<file path="src/sv/crss_pkg.sv">
// ----------------------------------------------------------------------------
// crss_pkg
// Shared types and constants for the Catmull-Rom spline sampler: controller
// states, configuration register codes and the controller/datapath interface.
// ----------------------------------------------------------------------------
package crss_pkg;

    localparam int T_WIDTH    = 16;
    localparam int SAMPLES_W  = 7;
    localparam int STEP_W     = 15;
    localparam int CFG_IDX_W  = 2;
    localparam int CFG_DATA_W = 15;
    localparam int WIN_DEPTH  = 4;
    localparam int SLOT_W     = 2;
    localparam int HELD_W     = 3;

    localparam logic [CFG_IDX_W-1:0] REG_SAMPLES = 2'd0;
    localparam logic [CFG_IDX_W-1:0] REG_STEP    = 2'd1;

    localparam logic [SAMPLES_W-1:0] SAMPLES_RST = 7'd50;
    localparam logic [STEP_W-1:0]    STEP_RST    = 15'd1311;
    localparam logic [HELD_W-1:0]    HELD_FULL   = 3'd4;
    localparam logic [HELD_W-1:0]    HELD_RUN    = 3'd3;

    typedef enum logic [0:0] {
        ST_IDLE = 1'b0,
        ST_RUN  = 1'b1
    } t_state;

    typedef struct packed {
        logic               load;
        logic               shift;
        logic [SLOT_W-1:0]  slot;
        logic               issue;
        logic [T_WIDTH-1:0] t;
        logic               last;
    } t_dp_cmd;

    typedef struct packed {
        logic busy;
        logic adv;
    } t_dp_stat;

endpackage

</file>
<file path="src/sv/crss_ctrl.sv">
// ----------------------------------------------------------------------------
// crss_ctrl
// Sequencer: configuration registers, window fill count and the sample
// counter and parameter accumulator that drive one run per control point.
// ----------------------------------------------------------------------------
module crss_ctrl #(
    parameter int MAX_SAMPLES = 64
) (
    input  logic                                i_clk,
    input  logic                                i_rst_n,
    input  logic                                i_cfg_we,
    input  logic [crss_pkg::CFG_IDX_W-1:0]      i_cfg_index,
    input  logic [crss_pkg::CFG_DATA_W-1:0]     i_cfg_data,
    input  logic                                i_point_valid,
    input  logic                                i_point_path_end,
    output logic                                o_point_ready,
    output crss_pkg::t_dp_cmd                   o_cmd,
    input  crss_pkg::t_dp_stat                  i_stat
);
    import crss_pkg::*;

    localparam int NW = $clog2(MAX_SAMPLES + 1);
    localparam logic [SAMPLES_W-1:0] MAX_CNT = SAMPLES_W'(MAX_SAMPLES);

    t_state                r_state, n_state;
    logic [SAMPLES_W-1:0]  r_samples;
    logic [STEP_W-1:0]     r_step;
    logic [HELD_W-1:0]     r_held;
    logic [NW-1:0]         r_k;
    logic [T_WIDTH-1:0]    r_t;
    logic [NW-1:0]         w_n_eff;
    logic                  w_accept;
    logic                  w_run;
    logic                  w_issue;
    logic                  w_is_last;

    assign w_n_eff   = (r_samples > MAX_CNT) ? NW'(MAX_CNT) : NW'(r_samples);
    assign w_accept  = i_point_valid && o_point_ready;
    assign w_run     = (r_held >= HELD_RUN) && (w_n_eff != '0);
    assign w_issue   = (r_state == ST_RUN) && i_stat.adv;
    assign w_is_last = (r_k == w_n_eff - NW'(1));

    always_comb begin
        n_state = r_state;
        unique case (r_state)
            ST_IDLE: begin
                if (w_accept && w_run) begin
                    n_state = ST_RUN;
                end
            end
            ST_RUN: begin
                if (w_issue && w_is_last) begin
                    n_state = ST_IDLE;
                end
            end
            default: n_state = ST_IDLE;
        endcase
    end

    always_comb begin
        o_point_ready = (r_state == ST_IDLE) && !i_stat.busy;
        o_cmd.load    = w_accept;
        o_cmd.shift   = (r_held == HELD_FULL);
        o_cmd.slot    = r_held[SLOT_W-1:0];
        o_cmd.issue   = w_issue;
        o_cmd.t       = r_t;
        o_cmd.last    = w_is_last;
    end

    always_ff @(posedge i_clk) begin
        if (!i_rst_n) begin
            r_state   <= ST_IDLE;
            r_samples <= SAMPLES_RST;
            r_step    <= STEP_RST;
            r_held    <= '0;
            r_k       <= '0;
            r_t       <= '0;
        end else begin
            r_state <= n_state;
            if (i_cfg_we) begin
                unique case (i_cfg_index)
                    REG_SAMPLES: r_samples <= i_cfg_data[SAMPLES_W-1:0];
                    REG_STEP:    r_step    <= i_cfg_data[STEP_W-1:0];
                    default: ;
                endcase
            end
            if (w_accept) begin
                if (i_point_path_end) begin
                    r_held <= '0;
                end else if (r_held != HELD_FULL) begin
                    r_held <= r_held + HELD_W'(1);
                end
                r_k <= '0;
                r_t <= '0;
            end else if (w_issue) begin
                r_k <= r_k + NW'(1);
                r_t <= r_t + T_WIDTH'(r_step);
            end
        end
    end

    a_k_in_range: assert property (@(posedge i_clk) disable iff (!i_rst_n)
        (r_state == ST_RUN) |-> (r_k < w_n_eff))
        else $error("sample counter past run length");

    a_run_ends: assert property (@(posedge i_clk) disable iff (!i_rst_n)
        (w_issue && w_is_last) |=> (r_state == ST_IDLE))
        else $error("run did not end after last sample");

    a_held_range: assert property (@(posedge i_clk) disable iff (!i_rst_n)
        r_held <= HELD_FULL)
        else $error("window fill count out of range");

endmodule

</file>
<file path="config.mk">
export PLATFORM = sky130hd
export DESIGN_NAME = crss_ctrl
export DESIGN_NICKNAME = d
export VERILOG_FILES = /design/src/sv/crss_pkg.sv /design/src/sv/crss_ctrl.sv
export SDC_FILE = /design/constraint.sdc
export NUM_CORES = 1
export LEC_CHECK = 0
export BUFFER_PORTS_ARGS = -buffer_cell sky130_fd_sc_hd__buf_2
export CAP_MARGIN = 0
export CORE_AREA = 3 3 94 60
export DETAILED_ROUTE_END_ITERATION = 8
export DIE_AREA = 0 0 97 63
export PLACE_DENSITY = 0.83
export SLEW_MARGIN = 0
export SYNTH_ARGS = -nofsm -noshare
export SYNTH_HDL_FRONTEND = slang
export SYNTH_SLANG_ARGS = --single-unit
</file>
<file path="constraint.sdc">
create_clock -name i_clk -period 4.5 [get_ports i_clk]
set_clock_uncertainty 0.05 [all_clocks]
set_input_delay 0.9 -clock i_clk [delete_from_list [all_inputs] [get_ports i_clk]]
set_output_delay 0.9 -clock i_clk [all_outputs]
set_load 0.03 [all_outputs]
</file>
; ---- Word-level counts from Yosys, hierarchy flattened
; Index checks and enable logic that the tools add are counted.
[word_totals]
register_bits = 49
input_bits = 24
out_inout_bits = 23
word_cells = 38
[op_classes]
n_lt_le_gt_ge = 2
n_reduce_logical = 14
eq_ne = 4
add_sub_neg = 4
bitwise_logic = 2
muxes = 6
[ops]
columns = cell, count
row1 = 16-bit by 15-bit adder with 16-bit output, 1
row2 = 7-bit by 1-bit adder with 7-bit output (second input constant), 1
row3 = 7-bit == test, 1
row4 = 7-bit greater-than comparator (second input constant), 1
row5 = 7-bit 2-to-1 mux, 1
row6 = 7-bit nonzero test, 1
row7 = 7-bit by 1-bit subtractor with 7-bit output (second input constant), 1
row8 = 1-bit logical AND, 6
row9 = 3-bit 2-to-1 mux, 2
row10 = 2-bit AND reduction, 3
row11 = 3-bit by 1-bit adder with 3-bit output (second input constant), 1
row12 = 3-bit == test (second input constant), 1
row13 = 3-bit by 2-bit >= comparator with 1-bit output (second input constant), 1
row14 = 3-bit != test (second input constant), 1
row15 = 2-bit by 1-bit == test with 1-bit output (second input constant), 1
row16 = 2-bit logical NOT, 1
row17 = 1-bit 2-to-1 mux, 2
row18 = 1-bit NOT, 2
row19 = 1-bit case mux with 2 select lines, 1
row20 = 2-bit nonzero test, 1
row21 = 2-bit OR reduction, 1
row22 = 1-bit logical NOT, 1

; ---- Logic depth before layout (Yosys ltp)
[depth]
word_depth = 7
mapped_depth = 10
ltp_nobuf = 9

; ---- Least setup slack after synthesis
; No wires, ideal clock.
[synth_path]
path_kind = reg-to-output
startpoint = register r_samples[6]
endpoint = output o_cmd[0] (netlist bit)
stages_incl_launch_ff = 10
t_required_ns = 3.550
n_path_buf = 2
arrival_time_ns = 2.134
path_slack_ns = 1.416
cell_sequence = dfxtp_1 clkbuf_1 inv_1 nand2_1 ha_1 or3b_1 a221oi_2 xnor2_1 nor4_2 buf_4
[synth_between]
elab_chain_cells = 4
[synth_lines]
columns = item, line_no
row1 = "start, declared", crss_ctrl.sv:26  ; logic [SAMPLES_W-1:0] r_samples;
row2 = "start signal, assigned", crss_ctrl.sv:82  ; REG_SAMPLES: r_samples <= i_cfg_data[SAMPLES_W-1:0];
row3 = 7-bit greater-than comparator, crss_ctrl.sv:37  ; assign w_n_eff = (r_samples > MAX_CNT) ? NW'(MAX_CNT) : NW'(r_samples);
row4 = 7-bit 2-to-1 mux (*), crss_ctrl.sv:37
row5 = 7-bit by 1-bit subtractor with 7-bit output (*), crss_ctrl.sv:41  ; assign w_is_last = (r_k == w_n_eff - NW'(1));
row6 = 7-bit == test (*), crss_ctrl.sv:41
row7 = "end, declared", crss_ctrl.sv:17  ; output crss_pkg::t_dp_cmd o_cmd,
; Mark *: on every way between the ends. The rest lies on a longest branch, timed or not.

==> flow_summary.ini <==
[worst_hold_path]
hold_depth = 2
min_path_type = flop to flop
whs_endpoint = r_t[9]
hold_path_startpoint = r_t[9]

[run_status]
outcome = completed

[drt]
via_per_inst = 5.85
drtIter0Drc = 167
drtAntennaViolNets = 0
post_drt_wl_per_cell_um = 14.8
firstDrtPassIters = 4
vias = 2632
drc = 0
wirelength_mm = 6.65

[global_routing]
grt_pass1_wl_mm = 11.5
grt_antenna_before_repair = 0
gr-total-overflow = 0
grt_max_degree = 29
grt_pass1_vias = 2479
grt_usage = 0.226

[timing]
period_share = 0.805
hold_viol_final = 0
max_freq_mhz = 276
rsz0062_at_grt = no
hold_slack_ns = 0.422
tightest_slew_ns = 0.770
period_needed_ns = 3.62
fin_ws_ns = 0.879
fin_setup_tns_ns = 0
max_slew_margin = 0.485
slew_viol_final = 0
setup_viol = 0

[floorplanning]
rows = 20
die_height_um = 63
start_util = 0.588
dieArea_um2 = 6110
die_w_um = 97
io_pins = 47
core_um2 = 4930

[synthesis]
synth_seq_cells = 49
async_flop_share = 0
yosysSeqAreaShare = 0.339
ys_types = 54
synth.cell_area_um2 = 2900
ys_top_cells_by_area = dfxtp_1 34%, ha_1 9.1%, nand2_1 6.3%
syn_avg_cell_area_um2 = 8.30
synth_top_flop_cell = dfxtp_1
synth_top_area_frac = 0.339
synth_largest_area_cell = dfxtp_1
syn_inst = 349
synth_nets = 395
synth-edff-count = 0
yosysWarnings = 0

[power_and_ir_drop]
p_leak_nw = 1.40
power.switching_mw = 0.196
peakVddDrop_v = 0.000136
power_density_nw_per_um2 = 258
swShare = 0.235
p_clk_frac = 0.364
intPower_mw = 0.637
p_total_mw = 0.833
seqPwrFrac = 0.540
combinationalPowerShare = 0.096

[flow_run]
drv_cap = 0

[clock_network]
cts_tree = yes
clock_sinks = 49
clock_path_buffers = 2
cts_root_buf = clkbuf_8
cts_resized = 0
ctsHoldBuffers = 0
cts_buffers = 5
post_cts_buffers = 0
insertion_delay_ns = 0.30
htreeDepth = 2
path_clk_slew_ns = 0.09

[worst_setup_path]
worst_path_largest_cell_delay_ns = 0.60
r2r_setup_slack_ns = 1.95
crit_path_end_kind = output port
timing.rr.end = r_state
reg2reg_from = r_samples[6]
worstSetupPathType = flop to output port
critical_path.top_delay_family = simple AND/OR/NAND/NOR gates
cp.arrival_ns = 2.67
critPathMaxFanout = 15
cp.buffers_inverters = 1
worstPathCellList = nand2b_1, ha_1, or3b_1, o22ai_1, o2bb2ai_1, nor4_2, buf_2
cp.required_ns = 3.55
rr_worst_depth = 8
critPathSlowestCell = dfxtp_1
startpoint_type = flop

[place]
dpl.hpwl_mm = 5.08
pre_cts_slack_ns = 1.22
port_buffers = 46
gp_congestion = 0.890
postPlaceCellArea_um2 = 3120

[final_layout]
num-nets-final = 430
final_cell_mix = 49 x nand2_1, 49 x dfxtp_1, 46 x buf_2, 24 x nor2_1, 21 x ha_1
fin_area_um2 = 3230
antenna_cells = 0
final_layout_size_suffix_gt1_frac = 0.159
syn_to_final_growth_pct = 11.4
Yosys cell counts (3+ instances only):
cell type   n
dfxtp_1    49
or3_1       7
and3_1      3
nand4_1     3
mux2i_1     7
clkbuf_1   11
xnor2_1     7
nand3_1    15
nor2b_1    10
o31a_1      3
and4_1      3
o21a_1      6
nor2_1     24
o21ai_0    14
a21boi_0    9
ha_1       21
a311oi_1    3
xor2_1      9
a21o_1      5
a211oi_1    7
a21oi_1    16
nand2_1    49
nor3_1      8
inv_1      11
a31oi_1     3
buf_4       5
worst reg2reg max path, stage by stage (launching register included):
cell	delay [ns]
dfxtp_1	0.60
nand2b_1	0.24
ha_1	0.31
or3b_1	0.42
o22ai_1	0.19
o2bb2ai_1	0.11
nor4_2	0.26
a21boi_1	0.11
o21a_1	0.17
how the worst max path moves through the flow:
| stage | start | endpoint | slack, ns | cells after the start |
|---|---|---|---|---|
| 5_1_grt | r_samples[6] | o_cmd[0] | 0.62 | 7 |
| 2_1_floorplan | r_samples[6] | o_cmd[0] | 1.42 | 9 |
| 6_report | r_samples[6] | o_cmd[0] | 0.88 | 7 |
| 3_5_place_dp | r_samples[6] | o_cmd[0] | 1.22 | 7 |
| 4_1_cts | r_samples[6] | o_cmd[0] | 0.89 | 7 |
| 3_3_place_gp | r_samples[6] | o_cmd[0] | 1.33 | 7 |
flip-flops by register name, indices dropped and copies added, names as in the netlist:
| name | cells |
|---|---|
| r_samples | 7 |
| r_t | 16 |
| r_step | 15 |
| r_held | 3 |
| r_state | 1 |
| r_k | 7 |
layout make-up:
cell class	instances	area, um2
Fill cell	428	1700
Sequential cell	49	981
Timing Repair Buffer	48	245
Clock inverter	2	35.0
Inverter	11	41.3
Multi-Input combinational cell	269	1770
Tap cell	66	82.6
Clock buffer	5	68.8
power by group through the flow:
| stage | clock [mW] | combinational, mW | sequential [mW] |
|---|---|---|---|
| detailed placement | 0 | 0.0789 | 0.460 |
| finish | 0.303 | 0.0797 | 0.450 |
| global route | 0.332 | 0.0899 | 0.451 |
| floorplan | 0 | 0.0582 | 0.457 |
| CTS | 0.310 | 0.0794 | 0.450 |
| global placement | 0 | 0.0760 | 0.460 |
per-layer routing:
| layer | GRT usage | share of wire | routed length [um] | vias to the layer above |
|---|---|---|---|---|
| met4 | 0.0595 | 0.0063 | 42 | 0 |
| met3 | 0.0468 | 0.077 | 511 | 4 |
| li1 | - | - | - | 1312 |
| met2 | 0.359 | 0.44 | 2940 | 88 |
| met5 | 0 | 0 | 0 | - |
| met1 | 0.312 | 0.47 | 3150 | 1228 |
through the flow:
step	std cells	utilization
2_1_floorplan	349	-
3_3_place_gp	443	0.633
3_5_place_dp	443	0.633
4_1_cts	450	0.654
5_1_grt	450	0.654
6_report	450	0.654
logic make-up (layout without fill, tap and decap cells):
family	after synthesis	count (layout)	synth area share
simple gates	144	144	0.253
compound gates	80	80	0.189
flops	49	49	0.339
buf+inv	31	66	0.0497
fa+ha+maj	22	22	0.0976
xor+xnor	16	16	0.0484
mux	7	7	0.0242
Power figures use the tool's default switching activity.
